## config.mk

```make
export PLATFORM = sky130hd
export DESIGN_NAME = dss_fifo
export DESIGN_NICKNAME = d
export VERILOG_FILES = /design/src/rtl/dss_pkg.sv /design/src/rtl/dss_fifo.sv
export SDC_FILE = /design/constraint.sdc
export NUM_CORES = 1
export LEC_CHECK = 0
export CAP_MARGIN = 10
export CORE_ASPECT_RATIO = 0.5
export CORE_MARGIN = 2
export CORE_UTILIZATION = 40
export CTS_BUF_LIST = sky130_fd_sc_hd__clkbuf_2
export CTS_CLUSTER_SIZE = 30
export DETAILED_ROUTE_END_ITERATION = 16
export DONT_BUFFER_PORTS = 1
export PLACE_DENSITY = 0.54
export SYNTH_ARGS = -nofsm -noshare
export SYNTH_HDL_FRONTEND = slang
export SYNTH_SLANG_ARGS = --single-unit
```

## constraint.sdc

```tcl
create_clock -name i_clk -period 5.9 [get_ports i_clk]
set_clock_uncertainty 0.05 [all_clocks]
set_input_delay 1.18 -clock i_clk [delete_from_list [all_inputs] [get_ports i_clk]]
set_output_delay 1.18 -clock i_clk [all_outputs]
set_load 0.05 [all_outputs]
```

## src/rtl/dss_pkg.sv

```systemverilog
// shared constants and types for the directional smoothing filter
// no dependencies; every other file in rtl imports this package
package dss_pkg;

    localparam int DSS_MAX_WIDTH = 1024;
    localparam int DSS_Q_DEPTH   = 4;

    localparam int CH_W    = 8;
    localparam int COL_W   = 10;
    localparam int ROW_W   = 16;
    localparam int IMG_W_W = 11;
    localparam int IMG_H_W = 16;
    localparam int MIN_DIM = 3;

    localparam logic [IMG_W_W-1:0] RST_WIDTH  = IMG_W_W'(640);
    localparam logic [IMG_H_W-1:0] RST_HEIGHT = IMG_H_W'(480);

    localparam int APB_AW = 3;
    localparam int APB_DW = 32;

    // register index codes, taken from paddr[2]
    localparam logic REG_WIDTH  = 1'b0;
    localparam logic REG_HEIGHT = 1'b1;

    // channel positions inside a packed pixel
    localparam int CH_RED   = 2;
    localparam int CH_GREEN = 1;
    localparam int CH_BLUE  = 0;

    // result slots of one item, in output order
    localparam int SL_MAIN   = 0;
    localparam int SL_RIGHT  = 1;
    localparam int SL_BOTTOM = 2;
    localparam int SL_N      = 3;

    typedef logic [2:0][CH_W-1:0] t_px;

    typedef struct packed {
        logic               restart;
        logic [IMG_W_W-1:0] width;
        logic [IMG_H_W-1:0] height;
    } t_cfg;

    // one classified item: its results are built from these fields
    typedef struct packed {
        logic [COL_W-1:0] col;
        logic [ROW_W-1:0] row;
        logic [SL_N-1:0]  sched;
        t_px              px_main;
        t_px              mid;
        t_px              cur;
    } t_job;

endpackage

```

## src/rtl/dss_fifo.sv

```systemverilog
// short item queue between the front and back parts
// depends on dss_pkg for the item type
module dss_fifo import dss_pkg::*; #(
    parameter int DEPTH = DSS_Q_DEPTH
) (
    input  logic i_clk,
    input  logic i_rst_n,
    input  logic i_push,
    input  t_job i_data,
    output logic o_ready,
    output logic o_valid,
    output t_job o_data,
    input  logic i_pop
);

    localparam int AW  = $clog2(DEPTH);
    localparam int CNW = $clog2(DEPTH + 1);

    t_job           r_q [DEPTH];
    logic [AW-1:0]  r_wp, r_rp;
    logic [CNW-1:0] r_cnt;

    assign o_ready = (r_cnt != CNW'(DEPTH));
    assign o_valid = (r_cnt != '0);
    assign o_data  = r_q[r_rp];

    always_ff @(posedge i_clk) begin
        if (i_push) begin
            r_q[r_wp] <= i_data;
        end
    end

    always_ff @(posedge i_clk) begin
        if (!i_rst_n) begin
            r_wp  <= '0;
            r_rp  <= '0;
            r_cnt <= '0;
        end else begin
            if (i_push) begin
                r_wp <= (r_wp == AW'(DEPTH - 1)) ? '0 : r_wp + AW'(1);
            end
            if (i_pop) begin
                r_rp <= (r_rp == AW'(DEPTH - 1)) ? '0 : r_rp + AW'(1);
            end
            if (i_push && !i_pop) begin
                r_cnt <= r_cnt + CNW'(1);
            end else if (!i_push && i_pop) begin
                r_cnt <= r_cnt - CNW'(1);
            end
        end
    end

    a_no_overflow: assert property (@(posedge i_clk) disable iff (!i_rst_n)
        i_push |-> (r_cnt != CNW'(DEPTH)) || i_pop)
        else $error("push into full queue");

    a_no_underflow: assert property (@(posedge i_clk) disable iff (!i_rst_n)
        i_pop |-> r_cnt != '0)
        else $error("pop from empty queue");

endmodule

```

==> flow_summary.ini, run 1 <==
[outcome]
outcome = complete, no violations

[setup_path]
cp-end-kind = primary output
crit_required_ns = 4.67
crit_arrival_ns = 3.01
worst_setup_path_start_kind = flop
cp_max_fo = 40
crit_type = flop to primary output

[logic_synthesis]
yosys_warnings = 0
avgSynthCellArea_um2 = 26.3
syn_area_mm2 = 0.0150
syn_inst = 572
synth-seq-cells = 413
synth_cell_types = 21
synth_seq_area_share_pct = 81.9
yosysTopAreaCellShare_pct = 80.7
syn-num-nets = 684
synth.area.top_cells = edfxtp_1 81%, mux4_2 15%, dfxtp_1 1.2%
synth_top_area_cell = edfxtp_1

[global_routing]
gr-total-overflow = 0
use_met2_pct = 26.2
grt_use_met1_pct = 18.2
grt_most_used_layer = met2
grt_pass1_vias = 6722
track_usage_pct = 15.2
grt_max_degree = 97
grt_pass1_wl_um = 43200
antenna_found_initial = 1
grt_use_met3_pct = 4.92

[finish]
layout.nets = 767
area_delta_synth_final_pct = 9.45
final_layout_size_suffix_gt1_share_pct = 36.9

[clock_network]
clkLatencyLatePin_ns = 0.92
clock-root-buffer = clkbuf_2
cts_buffers = 92
cts_setup_buffers = 0
cts_tree = built
clk_pin_slew_ns = 0.12
h-tree-depth = 3
ctsResizeCount = 0
hold_buffers = 0
cts_sinks = 413
clockBufferDepth = 3

[die]
row_count = 50
die_w_um = 278
io_pins = 208
dieArea_mm2 = 0.0393
die_h_um = 141
initial_core_util_pct = 40.4
core_area_mm2 = 0.0372

[detailed_routing]
dr.pass1.iters = 4
wl_per_cell_um = 24.0
vias = 6222
drt_iter0_markers = 454
drt-vias-per-instance = 5.09
drc_errors = 0
totalWireLength_um = 29300
antenna_left = 0

[sta]
report.final.hold_viol_count = 0
rsz0062_at_grt = no
worstMarginPinSlew_ns = 0.908
whs_ns = 0.265
timing.final.crit_share_pct = 71.8
setup_tns_ns = 0
setup_violations = 0
max_freq_mhz = 236
maxSlewHeadroom_pct = 39.5
finalMaxSlewViolations = 0
period_needed_ns = 4.24

[min_path]
hp-class = input pin to flop

[placement]
detailed_place_hpwl_um = 16600
routabilityCongestion = 0.698
port_buffers = 0

[power]
p_per_area_mw_per_mm2 = 358
p_leak_uw = 0.00521
vdd_drop_max_uv = 138

[run]
maxCapViolations = 0
placed cells by master, fill, tap and decap left out:
master	synthesis	layout
mux4_2	101	101
inv_1	4	4
o21a_1	1	1
bufinv_16	0	2
clkinv_2	0	1
ha_1	6	6
clkinv_1	0	16
diode_2	0	1
or3_1	2	2
nor2_1	2	2
xor2_1	1	1
dfxtp_4	0	2
mux2i_1	4	4
fa_1	1	1
edfxtp_1	404	404
a21boi_0	1	1
buf_4	0	10
nor3_1	1	1
clkbuf_2	0	144
inv_2	0	3
o21ai_0	1	1
xnor2_1	1	1
nor2b_1	5	5
nand2_1	1	1
and2_1	5	1
and2_4	0	4
buf_12	0	1
dfxtp_1	9	7
flip-flops by register name (all words and copies together), names as in the netlist, named ones only:
signal and count:
r_rp 2, r_cnt 3, r_wp 2, r_q 404
cell type report:
class,instances,area (um^2)
Fill cell,3151,20800
Sequential cell,413,12300
Multi-Input combinational cell,133,2550
Clock buffer,144,721
Tap cell,494,618
Clock inverter,22,136
Timing Repair Buffer,11,95.1
Inverter,4,15.0
Antenna cell,1,2.50
final timing paths:
path	from	endpoint	slack [ns]	cells past startpoint
worst max-delay path	flop	o_data[22]	1.66	2
worst min register to register	r_rp[1]	flop	0.49	2
worst max register to register	r_wp[0]	r_q[0][97]	3.54	4
worst min-delay path	i_data[79]	r_q[3][79]	0.26	0
synthesized netlist by cell type:
master / number
ha_1: 6
xnor2_1: 1
or3_1: 2
fa_1: 1
edfxtp_1: 404
xor2_1: 1
buf_2: 10
nor2_1: 2
buf_6: 10
mux4_2: 101
inv_1: 4
clkbuf_1: 2
dfxtp_1: 9
nand2_1: 1
o21a_1: 1
a21boi_0: 1
and2_1: 5
o21ai_0: 1
nor3_1: 1
mux2i_1: 4
nor2b_1: 5
cells by family (layout without fill, tap and decap cells):
logic type / after synthesis / count (layout) / synth area share (%)
compound gates: 3 / 3 / 0.133
xor+xnor: 2 / 2 / 0.117
fa+ha+maj: 7 / 7 / 0.632
buf+inv: 26 / 181 / 1.23
flops: 413 / 413 / 81.9
mux: 105 / 105 / 15.4
other cells: 0 / 1 / 0
simple gates: 16 / 16 / 0.607
power breakdown:
group          total [uW]  switching (uW)  internal (uW)
clock network        1790            1060            726
logic                 696             535            161
registers            3400            40.0           3360
total                5890            1640           4250
routing by layer:
| metal | vias up | wire (um) |
|---|---|---|
| li1 | 2683 | - |
| met1 | 3345 | 11700 |
| met2 | 144 | 15600 |
| met3 | 50 | 1540 |
| met4 | 0 | 535 |
| met5 | - | 0 |
critical path: stages (launching register included):
cell,delay (ns)
dfxtp_4,0.84
buf_4,0.60
mux4_2,0.57
through the flow:
stage | area, um^2 | utilization (%) | setup slack, ns | power [uW] | instances
2_1_floorplan | 15000 | - | 1.87 | 4080 | 572
4_1_cts | 16500 | 44.2 | 1.45 | 6000 | 1221
3_5_place_dp | 15600 | 41.9 | 2.57 | 4180 | 1055
5_1_grt | 16500 | 44.2 | 1.39 | 6170 | 1222
3_3_place_gp | 15600 | 41.9 | 2.59 | 4170 | 1055
6_report | 16500 | 44.2 | 1.66 | 5890 | 1222
Note: power is estimated with default switching activity, not from simulation.
==> run 2, diff against run 1 <==
PLACE_DENSITY = 0.56   (was 0.54)
clock period = 3.45 ns   (was 5.9 ns; I/O delays follow)
==> flow_summary.ini, run 2 (same netlist as run 1, synthesis figures left out) <==
[outcome]
outcome = complete, no violations

[die]
die_w_um = 278
dieArea_mm2 = 0.0393
row_count = 50
core_area_mm2 = 0.0372
die_h_um = 141
io_pins = 208
initial_core_util_pct = 40.4

[placement]
port_buffers = 0
routabilityCongestion = 0.718
detailed_place_hpwl_um = 16200

[finish]
largest_reg_flops = 404
layout.nets = 874
area_delta_synth_final_pct = 16.7
final_layout_size_suffix_gt1_share_pct = 30.5
largest-register = r_q
final_common_cell = edfxtp_1
reg_top3 = r_q x404, r_cnt x3
most-common-layout-cells = 404 x edfxtp_1, 118 x clkbuf_2, 104 x dlygate4sd3_1
post-route-util_pct = 47.1

[power]
p_per_area_mw_per_mm2 = 574
p_leak_uw = 0.00561
vdd_drop_max_uv = 205

[min_path]
holdPathEnd = r_q[1][46]
hp-class = input pin to flop
whs_path_depth = 1
worstHoldStart = i_push

[global_routing]
grt_max_degree = 102
track_usage_pct = 15.2
grt_pass1_wl_um = 44100
antenna_found_initial = 1
grt_pass1_vias = 7325
gr-total-overflow = 0

[setup_path]
cp_top_family = multiplexers
cp_max_fo = 35
crit_required_ns = 2.71
r2r_slack_ns = 1.52
r2r_end = r_q[0][90]
cp_cell_sequence = buf_12, mux4_2
ff2ff_path_depth = 4
critPathBufInv = 1
cp-end-kind = primary output
crit_arrival_ns = 2.43
slowest_stage = mux4_2
crit_type = flop to primary output
crit_cells = 2
worst_setup_path_start_kind = flop
timing.rr.start = r_wp[0]
critical_path.max_stage_delay_ns = 0.73

[detailed_routing]
drt_iter0_markers = 349
dr.pass1.iters = 4
totalWireLength_um = 29500
wl_per_cell_um = 22.4
drc_errors = 0
antenna_left = 0
drt-vias-per-instance = 5.02
vias = 6606

[sta]
whs_ns = 0.175
maxSlewHeadroom_pct = 50.1
report.final.hold_viol_count = 0
period_needed_ns = 3.17
setup_tns_ns = 0
timing.final.crit_share_pct = 92.0
setup_violations = 0
finalMaxSlewViolations = 0
max_freq_mhz = 315
worstMarginPinSlew_ns = 0.749
rsz0062_at_grt = no

[clock_network]
h-tree-depth = 3
clkLatencyLatePin_ns = 0.94
clk_pin_slew_ns = 0.14
clockBufferDepth = 3
cts_buffers = 90
cts_sinks = 413
clock-root-buffer = clkbuf_2
cts_tree = built

[run]
maxCapViolations = 0
==> run 2: changes by cell type in the layout (fill, tap and decap cells not counted) <==
cell / before / now
clkinv_2: 1 / 3
clkbuf_2: 144 / 118
buf_4: 10 / 7
dlygate4sd3_1: 0 / 104
buf_8: 0 / 1
clkinv_1: 16 / 23
buf_16: 0 / 1
inv_2: 3 / 4
buf_12: 1 / 7
==> run 2: worst max-delay path by stage <==
stage                            end  startpoint  slack, ns
after global placement    o_data[54]        flop       0.98
after global routing      o_data[40]        flop       0.06
after detailed placement  o_data[90]        flop       0.95
final                     o_data[22]        flop       0.28
after floorplan            r_q[3][0]      i_push       1.02
after CTS                 o_data[54]        flop       0.02
==> run 2: timing repair <==
action,4_1_cts,5_1_grt
buffers inserted,2,1
resized for setup,1,0
endpoints found under the setup margin,87,20
endpoints found under the hold margin,413,0
hold buffers,104,0
==> run 2: final cells by class <==
class	instances	area [um^2]
Inverter	4	15.0
Multi-Input combinational cell	133	2550
Tap cell	494	618
Fill cell	3087	19700
Clock buffer	118	591
Timing Repair Buffer	120	1280
Antenna cell	1	2.50
Clock inverter	32	176
Sequential cell	413	12300
==> run 2: metrics by stage <==
step / area (um^2) / setup WS (ns) / power (uW) / std cells
6_report: 17500 / 0.277 / 10100 / 1315
5_1_grt: 17500 / 0.0606 / 10500 / 1315
4_1_cts: 17500 / 0.0228 / 10200 / 1313
3_5_place_dp: 15700 / 0.950 / 7160 / 1057
3_3_place_gp: 15700 / 0.976 / 7150 / 1057
2_1_floorplan: 15000 / 1.02 / 6960 / 572
==> run 2: power breakdown <==
group | internal, uW | switching, uW | total (uW)
sequential | 5740 | 60.8 | 5800
clock | 1080 | 1820 | 2900
combinational | 377 | 991 | 1370
total | 7190 | 2870 | 10100
==> run 2: metal layers <==
layer | wire length (um) | track usage, % | vias to the layer above
met5 | 0 | 0 | -
met4 | 597 | 5.32 | 0
met3 | 1260 | 4.62 | 53
met2 | 15800 | 26.8 | 136
met1 | 11800 | 17.8 | 3523
li1 | - | - | 2894
==> run 3, diff against run 2 <==
ABC_AREA = 1   (was default)
==> flow_summary.ini, run 3 <==
[outcome]
outcome = complete, no violations

[logic_synthesis]
synthXorXnorAreaFrac_pct = 0
yosysTopAreaCellShare_pct = 74.8
synthAdderAreaFrac_pct = 0.586
yosys_warnings = 0
synth.area.top_cells = edfxtp_1 75%, o22ai_2 6.2%, o21ai_0 3.5%
syn-num-nets = 1149
synth_top_area_cell = edfxtp_1
synth-seq-cells = 413
synth_seq_area_share_pct = 75.9
syn_inst = 1037
synthSimpleGateAreaFrac_pct = 6.40
synth_top_family_by_area = compound AO/OA/AOI/OAI gates
synth_flop_cell = edfxtp_1
synthMuxAreaShare_pct = 0
synth_cell_types = 22
avgSynthCellArea_um2 = 15.6
syn_area_mm2 = 0.0162
synthTopCellsByCount = 404 x edfxtp_1, 127 x nor2_1, 113 x o21ai_0, 93 x o21ai_1
synth_edf_count = 404
synth_compound_area_share_pct = 13.5
synthArstFlopShare_pct = 0
synth.most_common_cell = edfxtp_1

[global_routing]
grt_pass1_wl_um = 56300
antenna_found_initial = 2
gr-total-overflow = 0
grt_max_degree = 105
grt_pass1_vias = 10015
track_usage_pct = 17.4

[die]
core_area_mm2 = 0.0402
dieArea_mm2 = 0.0423
initial_core_util_pct = 40.3
die_w_um = 289
row_count = 52
io_pins = 208
die_h_um = 146

[power]
p_per_area_mw_per_mm2 = 553
total_power_uw = 10900
vdd_drop_max_uv = 198
p_leak_uw = 0.00656

[run]
maxCapViolations = 0

[setup_path]
crit_arrival_ns = 2.47
cp-end-kind = primary output
crit_required_ns = 2.71
crit_type = flop to primary output
cp_max_fo = 26
worst_setup_path_start_kind = flop

[finish]
most-common-layout-cells = 404 x edfxtp_1, 135 x clkbuf_2, 127 x nor2_1
layout.nets = 1355
largest_reg_flops = 404
final_layout_size_suffix_gt1_share_pct = 29.2
largest-register = r_q
area_delta_synth_final_pct = 22.0
final_common_cell = edfxtp_1
n_fill_cell = 3400
reg_top3 = r_q x404, r_cnt x3

[clock_network]
cts_tree = built
clk_pin_slew_ns = 0.12
h-tree-depth = 3
clockBufferDepth = 3
cts_sinks = 413
cts_buffers = 94
clock-root-buffer = clkbuf_2
clkLatencyLatePin_ns = 0.96

[sta]
setup_violations = 0
worstMarginPinSlew_ns = 0.822
timing.final.crit_share_pct = 93.2
finalMaxSlewViolations = 0
report.final.hold_viol_count = 0
period_needed_ns = 3.21
setup_slack_ns = 0.235
max_freq_mhz = 311
maxSlewHeadroom_pct = 45.2
setup_tns_ns = 0

[detailed_routing]
wl_per_cell_um = 21.4
antenna_left = 0
drt_iter0_markers = 613
dr.pass1.iters = 6
totalWireLength_um = 39600
drt-vias-per-instance = 5.21
drc_errors = 0
vias = 9647

[placement]
detailed_place_hpwl_um = 20500
dp_slack_ns = 0.895
routabilityCongestion = 0.732
port_buffers = 0

[min_path]
hp-class = input pin to flop
==> run 3: cell count changes in the layout (fill, tap and decap cells not counted), sizes merged, moves of 7 or more <==
cell    previous run  this run
o22ai              0       101
clkbuf           118       139
buf               16        65
inv                8        20
nor2               2       207
mux4             101         0
nand2              1         8
o21ai              1       206
==> run 3: layout make-up <==
cell class,instances,area (um^2),area share (%)
diodes,2,5.00,0.0253
clock buffers,135,676,3.41
clock inverters,28,169,0.853
inverters,18,106,0.537
multi-input cells,540,3830,19.3
flip-flops and latches,413,12300,62.2
well taps,540,676,3.41
repair buffers,175,2010,10.1
repair inverters,1,11.3,0.0569
==> run 3: final timing paths <==
check | startpoint | slack [ns] | end | cells after the start
setup / recovery | flop | 0.24 | o_data[20] | 4
hold / removal | i_push | 0.20 | r_q[1][100] | 2
setup reg to reg | r_wp[0] | 1.10 | r_wp[1] | 6
hold reg to reg | r_cnt[1] | 0.50 | r_cnt[1] | 2
==> run 3: repair_timing <==
item	4_1_cts	5_1_grt
hold endpoints to repair	430	0
resized for setup	77	8
cloned	0	7
buffers inserted	0	3
setup endpoints to repair	92	96
hold buffers	106	0
pin swaps	0	2
==> run 3: power breakdown <==
group          total [uW]  switching (uW)  internal, uW
Clock                3080            1880          1200
Combinational        2080            1470           605
Sequential           5790            67.2          5730
Total               10900            3420          7530
==> run 3: metal layers <==
layer	track usage, %	vias to the layer above	part of all wire (%)
met5	0	-	0
met2	30.2	259	52
met3	4.53	45	5.6
met4	5.90	0	1.4
met1	21.1	4951	41
li1	-	4392	-
==> run 3: worst max-delay path: stages (launching register included) <==
cell	delay (ns)
dfxtp_4	0.49
buf_12	0.18
buf_6	0.36
nor2_2	0.11
o22ai_4	0.37
==> run 3: cells by family (layout without fill, tap and decap cells) <==
logic type / after synthesis / after routing
other: 0 / 2
adders and majority gates: 7 / 7
buffers and inverters: 84 / 357
DFF: 413 / 413
and+or+nand+nor: 221 / 221
AOI/OAI and AO/OA: 312 / 312
==> run 3: metrics by stage <==
stage	instances	area [um^2]	utilization, %	hold WS, ns
after floorplan	1037	16200	-	0.433
after global placement	1571	17200	42.7	0.446
after detailed placement	1571	17200	42.7	0.486
after CTS	1840	19600	48.7	0.0537
after global routing	1852	19800	49.2	0.0678
final	1852	19800	49.2	0.196
