$ cat src/rtl/dss_pkg.sv
// shared constants and types for the directional smoothing filter
// no dependencies; every other file in rtl imports this package
package dss_pkg;

    localparam int DSS_MAX_WIDTH = 1024;
    localparam int DSS_Q_DEPTH   = 4;

    localparam int CH_W    = 8;
    localparam int COL_W   = 10;
    localparam int ROW_W   = 16;
    localparam int IMG_W_W = 11;
    localparam int IMG_H_W = 16;
    localparam int MIN_DIM = 3;

    localparam logic [IMG_W_W-1:0] RST_WIDTH  = IMG_W_W'(640);
    localparam logic [IMG_H_W-1:0] RST_HEIGHT = IMG_H_W'(480);

    localparam int APB_AW = 3;
    localparam int APB_DW = 32;

    // register index codes, taken from paddr[2]
    localparam logic REG_WIDTH  = 1'b0;
    localparam logic REG_HEIGHT = 1'b1;

    // channel positions inside a packed pixel
    localparam int CH_RED   = 2;
    localparam int CH_GREEN = 1;
    localparam int CH_BLUE  = 0;

    // result slots of one item, in output order
    localparam int SL_MAIN   = 0;
    localparam int SL_RIGHT  = 1;
    localparam int SL_BOTTOM = 2;
    localparam int SL_N      = 3;

    typedef logic [2:0][CH_W-1:0] t_px;

    typedef struct packed {
        logic               restart;
        logic [IMG_W_W-1:0] width;
        logic [IMG_H_W-1:0] height;
    } t_cfg;

    // one classified item: its results are built from these fields
    typedef struct packed {
        logic [COL_W-1:0] col;
        logic [ROW_W-1:0] row;
        logic [SL_N-1:0]  sched;
        t_px              px_main;
        t_px              mid;
        t_px              cur;
    } t_job;

endpackage

$ cat src/rtl/dss_if.sv


interface dss_res_if import dss_pkg::*; ();
    logic             valid;
    logic             ready;
    logic [COL_W-1:0] out_col;
    logic [ROW_W-1:0] out_row;
    logic [CH_W-1:0]  out_red;
    logic [CH_W-1:0]  out_green;
    logic [CH_W-1:0]  out_blue;
    logic             run_last;

    modport source(output valid, output out_col, output out_row, output out_red,
                   output out_green, output out_blue, output run_last, input ready);
    modport sink(input valid, input out_col, input out_row, input out_red,
                 input out_green, input out_blue, input run_last, output ready);
endinterface

$ cat src/rtl/dss_back.sv
// back part: expands each queued item into its zero to three results
// and holds one result in an output register; uses dss_pkg, dss_res_if
module dss_back import dss_pkg::*; (
    input  logic i_clk,
    input  logic i_rst_n,
    input  logic i_q_valid,
    input  t_job i_head,
    output logic o_pop,
    dss_res_if.source o_res
);

    logic [SL_N-1:0]  r_done;
    logic             r_ov;
    logic [COL_W-1:0] r_col;
    logic [ROW_W-1:0] r_row;
    t_px              r_px;
    logic             r_last;

    logic [SL_N-1:0]  rem, sel, left;
    logic             load, emit;
    logic [COL_W-1:0] n_col;
    logic [ROW_W-1:0] n_row;
    t_px              n_px;

    always_comb begin
        rem   = i_head.sched & ~r_done;
        sel   = rem & (~rem + SL_N'(1));
        left  = rem & ~sel;
        load  = !r_ov || o_res.ready;
        emit  = load && i_q_valid && (rem != '0);
        o_pop = load && i_q_valid && (left == '0);
        // window centre up-left of the item, right border, or bottom row
        if (sel[SL_MAIN]) begin
            n_col = i_head.col - COL_W'(1);
            n_row = i_head.row - ROW_W'(1);
            n_px  = i_head.px_main;
        end else if (sel[SL_RIGHT]) begin
            n_col = i_head.col;
            n_row = i_head.row - ROW_W'(1);
            n_px  = i_head.mid;
        end else begin
            n_col = i_head.col;
            n_row = i_head.row;
            n_px  = i_head.cur;
        end
    end

    always_ff @(posedge i_clk) begin
        if (!i_rst_n) begin
            r_ov   <= 1'b0;
            r_done <= '0;
        end else begin
            if (load) begin
                r_ov <= emit;
            end
            if (o_pop) begin
                r_done <= '0;
            end else if (emit) begin
                r_done <= r_done | sel;
            end
        end
    end

    always_ff @(posedge i_clk) begin
        if (emit) begin
            r_col  <= n_col;
            r_row  <= n_row;
            r_px   <= n_px;
            r_last <= (left == '0);
        end
    end

    assign o_res.valid     = r_ov;
    assign o_res.out_col   = r_col;
    assign o_res.out_row   = r_row;
    assign o_res.out_red   = r_px[CH_RED];
    assign o_res.out_green = r_px[CH_GREEN];
    assign o_res.out_blue  = r_px[CH_BLUE];
    assign o_res.run_last  = r_last;

    a_done_in_sched: assert property (@(posedge i_clk) disable iff (!i_rst_n)
        (r_done & ~(i_q_valid ? i_head.sched : {SL_N{1'b0}})) == '0)
        else $error("result slot marked done outside the head item");

endmodule

$ cat src/flat_wrapper.sv
// flat-port wrapper written by rule: the top's interface ports become plain ports
module dss_back_flat import dss_pkg::*;
  (i_clk, i_rst_n, i_q_valid, i_head, o_pop, o_res_valid, o_res_out_col, o_res_out_row, o_res_out_red, o_res_out_green, o_res_out_blue, o_res_run_last, o_res_ready);
  dss_res_if o_res_i ();
  input  logic i_clk;
  input  logic i_rst_n;
  input  logic i_q_valid;
  input  t_job i_head;
  output logic o_pop;
  output wire logic [$bits(o_res_i.valid)-1:0] o_res_valid;
  output wire logic [$bits(o_res_i.out_col)-1:0] o_res_out_col;
  output wire logic [$bits(o_res_i.out_row)-1:0] o_res_out_row;
  output wire logic [$bits(o_res_i.out_red)-1:0] o_res_out_red;
  output wire logic [$bits(o_res_i.out_green)-1:0] o_res_out_green;
  output wire logic [$bits(o_res_i.out_blue)-1:0] o_res_out_blue;
  output wire logic [$bits(o_res_i.run_last)-1:0] o_res_run_last;
  input wire logic [$bits(o_res_i.ready)-1:0] o_res_ready;
  assign o_res_valid = o_res_i.valid;
  assign o_res_out_col = o_res_i.out_col;
  assign o_res_out_row = o_res_i.out_row;
  assign o_res_out_red = o_res_i.out_red;
  assign o_res_out_green = o_res_i.out_green;
  assign o_res_out_blue = o_res_i.out_blue;
  assign o_res_run_last = o_res_i.run_last;
  assign o_res_i.ready = o_res_ready;
  dss_back u_core (.i_clk(i_clk), .i_rst_n(i_rst_n), .i_q_valid(i_q_valid), .i_head(i_head), .o_pop(o_pop), .o_res(o_res_i));
endmodule
$ cat config.mk
export PLATFORM = sky130hd
export DESIGN_NAME = dss_back_flat
export DESIGN_NICKNAME = d
export VERILOG_FILES = /design/src/rtl/dss_pkg.sv /design/src/rtl/dss_if.sv /design/src/rtl/dss_back.sv /design/src/flat_wrapper.sv
export SDC_FILE = /design/constraint.sdc
export NUM_CORES = 1
export LEC_CHECK = 0
export BUFFER_PORTS_ARGS = -buffer_cell sky130_fd_sc_hd__buf_2
export CAP_MARGIN = 10
export CORE_MARGIN = 4
export CORE_UTILIZATION = 30
export CTS_BUF_LIST = sky130_fd_sc_hd__clkbuf_4
export DETAILED_ROUTE_END_ITERATION = 10
export MAX_ROUTING_LAYER = met4
export REMOVE_ABC_BUFFERS = 1
export SLEW_MARGIN = 20
export SYNTH_ARGS = -nofsm -noshare
export SYNTH_HDL_FRONTEND = slang
export SYNTH_SLANG_ARGS = --single-unit
$ cat constraint.sdc
create_clock -name i_clk -period 9.15 [get_ports i_clk]
set_clock_uncertainty 0.1 [all_clocks]
set_input_delay 1.83 -clock i_clk [delete_from_list [all_inputs] [get_ports i_clk]]
set_output_delay 1.83 -clock i_clk [all_outputs]
set_load 0.03 [all_outputs]
==> impl_results.md, run 1 <==
* GRT Total Usage at 12.6%
* Max frequency at 0.195 GHz
* Yosys Warn Count at 0
* WP depth at 5
* DIE HEIGHT at 103 µm
* CP Capture Point: o_pop
* Hold depth at 2
* DRT Pass-1 Iters at 4
* Setup Viol. Count Final at 0
* Max Slew Vio Count at 0
* Max Cap Viol at 0
* Pwr Density at 153 nW/µm²
* Arr. time, crit path at 3190 ps
* CTS Root Cell: clkbuf_4
* Synth top area share at 56.6%
* DR WL/cell at 13.3 µm
* Post-Syn Instances at 259
* Placed wire-length estimate at 5.59 mm
* Area leader, netlist: edfxtp_1
* Flop2flop setup slack at 6620 ps
* Hold Vio Cnt, Final at 0
* Hold WS at 341 ps
* Ant. Diodes at 0
* GR Overflow Total at 0
* Crit path cell chain: buf_2 > nor2b_1 > a21oi_1 > and2_1 > buf_2
* Cts bufs inserted at 5
* Worst slew pin tran at 848 ps
* Vias in the first global route at 2243
* Cell Count, Final, Fillers Out at 522
* FFs w/ async S/R, synth at 0%
* Final GP Congestion at 0.794
* Critical Path Most Common Cell: buf_2
* Worst IR drop on VDD at 0.0000493 V
* Hold_buf cts at 0
* Initial Util at 30.9%
* IO Port Bufs at 157
* Synth unique cells at 31
* Worst path bufs/invs at 2
* Crit path max-delay family: simple AND/OR/NAND/NOR gates
* CTS resizes at 0
* Synthesized flop and latch total at 55
* Initial antenna violation count at 0
* Layout net count at 520
* DIE WIDTH at 103 µm
* Worst path slowest cell: nor2b_1
* Reg-to-Reg End: u_core.o_res.out_row[3]$_DFFE_PP_
* Sequential-to-total area share from yosys stat at 59.6%
* Max clock buf depth at 2
* Crit share post-route at 56.0%
* Post-synth EDFFs at 51
* Final setup TNS at 0 ps
* Critical Path Source: i_head[72]
* Drc violations at 0
* Min Tclk post-route at 5120 ps
* CP endpoint kind: primary output
* TritonCTS clock tree: done
* Pleak at 1.62 nW
* Post-DR vias/cell at 4.67
* # placed instances at 514
* Remaining antenna violation count at 0
* R2R Path Start: u_core.r_done[1]$_SDFFE_PP0P_
* CP startpoint kind: primary input
* CP max FO at 10
* Core Footprint at 8760 µm²
* Syn-to-layout area delta at 36.2%
* Unrepaired setup endpoints after global routing: no
* Worst slew margin relative to its limit at 43.3%
* Vias after detailed routing at 2440
* Setup repair bufs after CTS at 0
* FF-to-FF path depth at 3
* Worst-path clk slew at 150 ps
* Synth area leaders: edfxtp_1 (57%), nand2_1 (8.3%), a31oi_1 (5.8%)
* Global-route wire length before repair at 10.1 mm
* IO Count at 158
* Pin count of the biggest net entering global routing at 56
* 1st-iter DRT viols at 45
* Post-synthesis average cell area at 10.4 µm²
* CP peak stage delay at 680 ps
* Die area at 10600 µm²
* Status: finished, final reports clean
* CTS Sinks at 55
* Ys flop type: edfxtp_1
* Area of the multi-input gates at 1040 µm²
* WL final at 6.93 mm
* Layout cell share with drive strength beyond 1 at 42.3%
* Hold crit path type: flip-flop to flip-flop
* WS Path Type: primary input to primary output
* Post-Syn Area at 2700 µm²
* Row cnt at 34
* Htree depth at 2
* Worst Path Required at 7220 ps
* # fillers at 880
* Worst-Skew Late Latency at 360 ps
* Register area at 1610 µm²
-- tightest hold or removal path: stages, from the launching register on --
cell and delay, ps:
dfxtp_1 340, nand2_1 50, a21oi_1 40
-- registers in the layout, indices dropped and copies added, names as in the netlist --
| name | cells |
|---|---|
| u_core.o_res.out_row | 16 |
| u_core.o_res.run_last | 1 |
| u_core.o_res.out_col | 10 |
| u_core.r_done | 3 |
| u_core.o_res.out_green | 8 |
| u_core.o_res.valid | 1 |
| u_core.o_res.out_blue | 8 |
| u_core.o_res.out_red | 8 |
-- worst min path at each step --
| stage | start | slack [ps] | endpoint |
|---|---|---|---|
| after global placement | u_core.r_done[2]$_SDFFE_PP0P_ | 320 | u_core.r_done[2]$_SDFFE_PP0P_ |
| final | u_core.r_done[2]$_SDFFE_PP0P_ | 340 | u_core.r_done[2]$_SDFFE_PP0P_ |
| after floorplan | u_core.r_done[2]$_SDFFE_PP0P_ | 310 | u_core.r_done[2]$_SDFFE_PP0P_ |
| after detailed placement | u_core.r_done[2]$_SDFFE_PP0P_ | 320 | u_core.r_done[2]$_SDFFE_PP0P_ |
| after global routing | u_core.r_done[2]$_SDFFE_PP0P_ | 360 | u_core.r_done[2]$_SDFFE_PP0P_ |
| after CTS | u_core.r_done[2]$_SDFFE_PP0P_ | 340 | u_core.r_done[2]$_SDFFE_PP0P_ |
-- cell usage in the layout (no fill, tap or decap), drive strengths merged --
master	instances
ha	2
nor3	7
nand3b	2
or4	2
bufinv	1
edfxtp	51
nor2	35
or3	3
dfxtp	4
nand2b	4
nor2b	2
and2	2
clkinv	2
o211ai	1
nor4	4
a21boi	3
xor2	14
xnor2	9
o2111ai	1
buf	160
inv	4
clkbuf	5
nand3	3
nand2	60
a21oi	3
o21ai	4
a31oi	25
a211oi	1
-- stage by stage --
stage          area [µm²]  utilization, %  worst slack, ps  total power [mW]
3_3_place_gp         3600            41.1             3780             0.442
2_1_floorplan        2640               -             3170             0.388
6_report             3680            42.0             4030             0.562
4_1_cts              3680            42.0             3660             0.571
3_5_place_dp         3600            41.1             3660             0.443
5_1_grt              3680            42.0             3890             0.594
-- power breakdown --
part / total, mW / switching (mW) / leakage, nW / internal [mW]
registers: 0.304 / 0.00449 / 0.520 / 0.299
logic: 0.132 / 0.0872 / 1.06 / 0.0448
clock network: 0.127 / 0.0702 / 0.0426 / 0.0563
-- metal layers --
| metal | share of wire (%) | track usage, % | routed length [µm] | up-vias |
|---|---|---|---|---|
| met5 | 0 | - | 0 | - |
| met4 | 1.6 | 3.29 | 108 | 0 |
| met3 | 8.9 | 2.98 | 615 | 9 |
| met2 | 50 | 22.3 | 3460 | 119 |
| met1 | 40 | 14.2 | 2740 | 1089 |
| li1 | - | - | - | 1223 |
-- cells in the mapped netlist (3+ instances only) --
library cell,n
nand2_1,60
edfxtp_1,51
nor2_1,35
a31oi_1,25
xor2_1,14
xnor2_1,9
clkbuf_1,8
nor3_1,6
dfxtp_1,4
inv_1,4
nand2b_1,4
nor4_1,4
o21ai_0,4
a21oi_1,3
buf_1,3
nand3_1,3
-- final cells by class --
class,instances,area share [%]
sequential,55,43.8
multi-input combinational,187,28.1
timing repair buffer,160,22.0
tap,108,3.67
clock inverter,3,1.05
clock buffer,5,1.02
inverter,4,0.408
-- cells by family after synthesis --
group                    Yosys count  synth area share [%]
AND/OR/NAND/NOR                  124                  20.1
buffers and inverters             17                  2.92
AO/OA/AOI/OAI                     38                  8.98
adder cells (fa/ha/maj)            2                 0.925
flip-flops                        55                  59.6
XOR/XNOR                          23                  7.45
Note: power is estimated with default switching activity, not from simulation.
==> run 2: changes to the inputs <==
--- a/config.mk
+++ b/config.mk
@@ -5,6 +5,7 @@
 export SDC_FILE = /design/constraint.sdc
 export NUM_CORES = 1
 export LEC_CHECK = 0
+export ABC_AREA = 1
 export BUFFER_PORTS_ARGS = -buffer_cell sky130_fd_sc_hd__buf_2
 export CAP_MARGIN = 10
 export CORE_MARGIN = 4
==> constraint.sdc (replaced) <==
create_clock -name i_clk -period 4.7 [get_ports i_clk]
set_clock_uncertainty 0.1 [all_clocks]
set_input_delay 0.94 -clock i_clk [delete_from_list [all_inputs] [get_ports i_clk]]
set_output_delay 0.94 -clock i_clk [all_outputs]
set_load 0.03 [all_outputs]
==> impl_results.md, run 2 <==
* Status: finished, final reports clean
* Setup Viol. Count Final at 0 (unchanged)
* TritonCTS clock tree: done
* Synth area leaders: edfxtp_1 (54%), nand2_1 (11%), xor2_1 (4.7%)
* Placed wire-length estimate at 5.82 mm (+4.2%)
* Global-route wire length before repair at 11.3 mm (+12%)
* Worst IR drop on VDD at 0.000172 V (+250%)
* Post-Syn Instances at 286 (+10%)
* Post-synthesis average cell area at 9.83 µm² (-5.9%)
* Main combinational cell family by area after synthesis: simple AND/OR/NAND/NOR gates
* DRT Pass-1 Iters at 4 (unchanged)
* Area leader, netlist: edfxtp_1
* Final setup TNS at 0 ps (unchanged)
* Pleak at 1.77 nW (+9.4%)
* Min Tclk post-route at 3150 ps
* Final Power at 1.19 mW (+110%)
* # placed instances at 547 (+6.4%)
* Top-count cell post-synth: nand2_1
* Vias after detailed routing at 2462 (+0.90%)
* Max Cap Viol at 0 (unchanged)
* Commonest non-fill, non-tap cell in the layout: buf_2
* DR WL/cell at 13.2 µm (-0.56%)
* Commonest cells after routing, fill and taps aside: buf_2 (157), nand2_1 (84), edfxtp_1 (51)
* Yosys Warn Count at 0 (unchanged)
* WS Path Type: primary input to primary output
* DIE HEIGHT at 105 µm (+1.8%)
* 1st-iter DRT viols at 140 (+210%)
* Row cnt at 35 (+2.9%)
* CP max FO at 34 (+24)
* IO Port Bufs at 157 (unchanged)
* Met2 usage at 23.3% (+0.98 points)
* Post-Syn Area at 2810 µm² (+3.9%)
* Met1 Usage GRT at 14.6% (+0.36 points)
* Max frequency at 0.317 GHz
* Pin count of the biggest net entering global routing at 52 (-7.1%)
* GR Overflow Total at 0 (unchanged)
* Cell Count, Final, Fillers Out at 555 (+6.3%)
* Synth unique cells at 30 (-3.2%)
* FFs w/ async S/R, synth at 0% (unchanged)
* Sequential-to-total area share from yosys stat at 57.3% (-2.3 points)
* CTS Root Cell: clkbuf_4
* Synthesized flop and latch total at 55 (unchanged)
* Post-DR vias/cell at 4.44 (-5.1%)
* Max reg flops at 16 (unchanged)
* Max Slew Vio Count at 0 (unchanged)
* Busiest grt layer: met2
* Remaining antenna violation count at 0 (unchanged)
* IO Count at 158 (unchanged)
* Mux cell area share after synthesis at 0% (unchanged)
* Syn-to-layout area delta at 35.1%
* GRT Total Usage at 13.1% (+0.52 points)
* Worst-path clk slew at 140 ps (about the same)
* CTS Sinks at 55 (unchanged)
* Htree depth at 2 (unchanged)
* Initial antenna violation count at 0 (unchanged)
* CP endpoint kind: primary output
* CP startpoint kind: primary input
* WL final at 7.33 mm (+5.7%)
* Arr. time, crit path at 2110 ps (-1080 ps)
* Drc violations at 0 (unchanged)
* Worst slew pin tran at 1050 ps (+201 ps)
* Setup repair bufs after CTS at 0 (unchanged)
* Compound-Gate Fraction of Synth Area at 5.34% (-3.6 points)
* Initial Util at 30.6% (-0.30 points)
* Die area at 11000 µm² (+3.6%)
* Synth top area share at 54.5% (-2.1 points)
* Worst-Skew Late Latency at 360 ps (about the same)
* Hold Vio Cnt, Final at 0 (unchanged)
* Worst Path Required at 3660 ps (-3560 ps)
* Unrepaired setup endpoints after global routing: no
* Hold_buf cts at 0 (unchanged)
* Ys flop type: edfxtp_1
* Ant. Diodes at 0 (unchanged)
* CTS resizes at 0 (unchanged)
* Hold crit path type: flip-flop to flip-flop
* Max clock buf depth at 2 (unchanged)
* Post-synth EDFFs at 51 (unchanged)
* Layout net count at 550 (+5.8%)
* Vias in the first global route at 2443 (+8.9%)
* Met3 usage at 2.84% (-0.14 points)
* Worst slew margin relative to its limit at 29.9% (-13 points)
* DIE WIDTH at 105 µm (+1.8%)
* Post-Synth Adder-Cell Area at 0.890% (-0.035 points)
* Core Footprint at 9200 µm² (+4.9%)
* Final GP Congestion at 0.806 (+1.5%)
* Layout cell share with drive strength beyond 1 at 41.7% (-0.60 points)
* Simple-gate share of the synthesized area at 24.9% (+4.8 points)
* Post-synth top cells: nand2_1 (84), edfxtp_1 (51), inv_1 (30), nand3_1 (23)
* Crit share post-route at 67.1%
* XOR/XNOR Fraction of Synth Area at 5.61% (-1.8 points)
* Final Util at 41.3% (-0.73 points)
* Cts bufs inserted at 5 (unchanged)
* Pwr Density at 312 nW/µm² (+100%)
-- run 2: cell count changes after synthesis, moves of 4 or more --
cell      delta
nand3_1     +20
nand2b_1     -4
buf_2        +4
nand2_1     +24
o21ai_0      +7
a31oi_1     -25
inv_1       +26
nor2_1      -20
xnor2_1      -6
o22ai_1      +6
nor4_1       -4
clkbuf_1     -8
-- run 2: cell families after synthesis --
logic type / Yosys count
fa+ha+maj: 2
compound gates: 26
buf+inv: 40
flops: 55
simple gates: 145
xor+xnor: 18
-- run 2: layout make-up --
type / instances / area (µm²)
fillers: 928 / 5400
inverters: 33 / 124
flip-flops and latches: 55 / 1610
multi-input cells: 191 / 1030
well taps: 111 / 139
clock buffers: 6 / 45.0
repair buffers: 157 / 786
clock inverters: 2 / 60.1
-- run 2: per-layer routing --
| metal | wire (µm) | vias up |
|---|---|---|
| met2 | 3820 | 81 |
| met4 | 85 | 0 |
| met1 | 3000 | 1112 |
| li1 | - | 1264 |
| met5 | 0 | - |
| met3 | 425 | 5 |
-- run 2: stage by stage --
stage	setup slack (ps)	hold WS (ps)	cell area, µm²
CTS	1530	427	3800
finish	1550	421	3800
floorplan	1820	374	2770
detailed placement	1530	403	3690
global route	1440	461	3800
global placement	1560	395	3690
-- run 2: power by group --
part	leakage [nW]	internal, mW	switching, mW
Combinational	1.19	0.0882	0.187
Clock	0.0559	0.172	0.139
Sequential	0.525	0.588	0.0113
-- run 2: final timing paths --
check                           cells after the start                       startpoint  slack [ps]                             endpoint
worst max register to register                      5    u_core.r_done[1]$_SDFFE_PP0P_        2630  u_core.o_res.out_green[4]$_DFFE_PP_
worst max-delay path                                7                       i_head[72]        1550                                o_pop
worst min register to register                      2  u_core.o_res.valid$_SDFFE_PN0N_         420      u_core.o_res.valid$_SDFFE_PN0N_
worst min-delay path                                2  u_core.o_res.valid$_SDFFE_PN0N_         420      u_core.o_res.valid$_SDFFE_PN0N_
-- run 2: critical path, stage by stage --
cell,delay (ps)
buf_2,130
inv_2,70
nor2_8,400
nand2_1,140
a21oi_2,210
nor2_1,50
buf_2,170
==> run 3: changes to the inputs <==
==> constraint.sdc (replaced) <==
create_clock -name i_clk -period 3.05 [get_ports i_clk]
set_clock_uncertainty 0.1 [all_clocks]
set_input_delay 0.61 -clock i_clk [delete_from_list [all_inputs] [get_ports i_clk]]
set_output_delay 0.61 -clock i_clk [all_outputs]
set_load 0.03 [all_outputs]
==> impl_results.md, run 3 (synthesized netlist as in run 2, its figures left out) <==
* GRT Total Usage at 13.3% (+0.23 points)
* Crit path cell chain: nor2_8 > nand2_1 > a21oi_2 > nor2_1 > buf_2
* Max clock buf depth at 2 (unchanged)
* WS Path Type: flip-flop to primary output
* Initial antenna violation count at 0 (unchanged)
* Htree depth at 2 (unchanged)
* Reg-to-Reg End: u_core.o_res.out_col[8]$_DFFE_PP_
* Layout net count at 553 (+0.55%)
* Global-route wire length before repair at 11.5 mm (+1.2%)
* Worst Path Required at 2340 ps (-1320 ps)
* Unrepaired setup endpoints after global routing: no
* Pleak at 1.77 nW (-0.45%)
* DRT Pass-1 Iters at 4 (unchanged)
* GR Overflow Total at 0 (unchanged)
* R2R Path Start: u_core.r_done[0]$_SDFFE_PP0P_
* Initial Util at 30.6% (unchanged)
* 1st-iter DRT viols at 131 (-6.4%)
* WL final at 7.42 mm (+1.2%)
* Flop2flop setup slack at 1100 ps (-1530 ps)
* Pin count of the biggest net entering global routing at 27 (-48%)
* Worst slew margin relative to its limit at 60.7% (+31 points)
* IO Port Bufs at 157 (unchanged)
* CP max FO at 13 (-62%)
* Max Slew Vio Count at 0 (unchanged)
* Worst slew pin tran at 589 ps (-461 ps)
* Hold Startpoint: i_head[11]
* Setup Viol. Count Final at 0 (unchanged)
* Setup repair bufs after CTS at 0 (unchanged)
* DIE HEIGHT at 105 µm (unchanged)
* Area of the multi-input gates at 1030 µm² (unchanged)
* Vias after detailed routing at 2474 (+0.49%)
* # fillers at 945 (+1.8%)
* Final Instance Area at 3780 µm² (-0.33%)
* Min Tclk post-route at 2270 ps
* DIE WIDTH at 105 µm (unchanged)
* Hold WS at 408 ps (-12.8 ps)
* Placed wire-length estimate at 6.05 mm (+4.0%)
* Max Cap Viol at 0 (unchanged)
* DR WL/cell at 13.3 µm (+0.70%)
* DP Area at 3730 µm² (+0.95%)
* CTS Sinks at 55 (unchanged)
* Cts bufs inserted at 5 (unchanged)
* Hold crit path type: primary input to flip-flop
* DP Worst Slack at 771 ps (-762 ps)
* Worst path slowest cell: dfxtp_1
* IO Count at 158 (unchanged)
* Met2 usage at 24.1% (+0.82 points)
* Hold_buf cts at 0 (unchanged)
* Remaining antenna violation count at 0 (unchanged)
* Worst-Skew Late Latency at 350 ps (about the same)
* Hold depth at 3 (+1)
* Final setup TNS at 0 ps (unchanged)
* CTS resizes at 0 (unchanged)
* Met1 Usage GRT at 14.7% (+0.18 points)
* Pwr Density at 440 nW/µm² (+41%)
* Worst-path clk slew at 160 ps (+20 ps)
* FF-to-FF path depth at 6 (+1)
* Syn-to-layout area delta at 34.7%
* Met3 usage at 2.90% (+0.062 points)
* Row cnt at 35 (unchanged)
* Setup WS post-layout at 780 ps (-767 ps)
* Arr. time, crit path at 1560 ps (-550 ps)
* Final GP Congestion at 0.762 (-5.5%)
* Hold worst-path end: u_core.o_res.out_green[3]$_DFFE_PP_
* Commonest cells after routing, fill and taps aside: buf_2 (157), nand2_1 (84), edfxtp_1 (51)
* Max frequency at 0.441 GHz
* Register area at 1610 µm² (unchanged)
* Crit path max-delay family: simple AND/OR/NAND/NOR gates
* Layout cell share with drive strength beyond 1 at 41.8% (+0.17 points)
* Worst IR drop on VDD at 0.000165 V (-3.8%)
* CP peak stage delay at 410 ps (about the same)
* Final Power at 1.67 mW (+41%)
* Worst path bufs/invs at 1 (-2)
* CP endpoint kind: primary output
* Commonest non-fill, non-tap cell in the layout: buf_2
* Core Footprint at 9200 µm² (unchanged)
* CTS Root Cell: clkbuf_4
* TritonCTS clock tree: done
* Status: finished, final reports clean
* Hold Vio Cnt, Final at 0 (unchanged)
* Ant. Diodes at 0 (unchanged)
* Busiest grt layer: met2
* Vias in the first global route at 2441 (-0.082%)
* Die area at 11000 µm² (unchanged)
* Post-DR vias/cell at 4.43 (about the same)
* CP startpoint kind: flip-flop
* Crit share post-route at 74.4%
* Drc violations at 0 (unchanged)
* Max reg flops at 16 (unchanged)
run 3: cell count changes in the layout (fill, tap and decap cells not counted), sizes merged:
cell and change:
clkinv +2, clkbuf -1, bufinv -2, clkinvlp +1
buf +3
run 3: final cells by class:
class	instances	share of cell area [%]
Timing Repair Buffer	160	21.7
Clock inverter	3	0.529
Sequential cell	55	42.6
Multi-Input combinational cell	191	27.3
Clock buffer	5	0.992
Inverter	33	3.27
Tap cell	111	3.67
run 3: worst max path at each step:
stage | end | cells past startpoint | start | slack (ps)
after CTS | o_pop | 5 | u_core.r_done[0]$_SDFFE_PP0P_ | 730
final | o_pop | 5 | u_core.r_done[0]$_SDFFE_PP0P_ | 780
after global routing | o_pop | 5 | u_core.r_done[0]$_SDFFE_PP0P_ | 640
after global placement | o_pop | 7 | i_head[72] | 790
after detailed placement | o_pop | 7 | i_head[72] | 770
after floorplan | u_core.o_res.out_blue[0]$_DFFE_PP_ | 6 | o_res_ready | 590
run 3: tightest hold or removal path, stage by stage:
cell     delay [ps]
buf_2            70
nand2_1          40
nand3_1          50
run 3: layer usage:
metal / vias to the layer above / part of all wire, %
li1: 1265 / -
met1: 1114 / 40
met2: 85 / 53
met3: 10 / 5.1
met4: 0 / 1.6
met5: - / 0
run 3: stage by stage:
step                std cells  utilization (%)
floorplan                 279                -
global placement          550             40.5
detailed placement        550             40.5
CTS                       558             41.2
global route              558             41.2
finish                    558             41.2
run 3: power by group:
part           total (mW)  switching, mW  internal, mW
sequential          0.921         0.0171         0.904
clock               0.311          0.221        0.0892
combinational       0.434          0.291         0.143
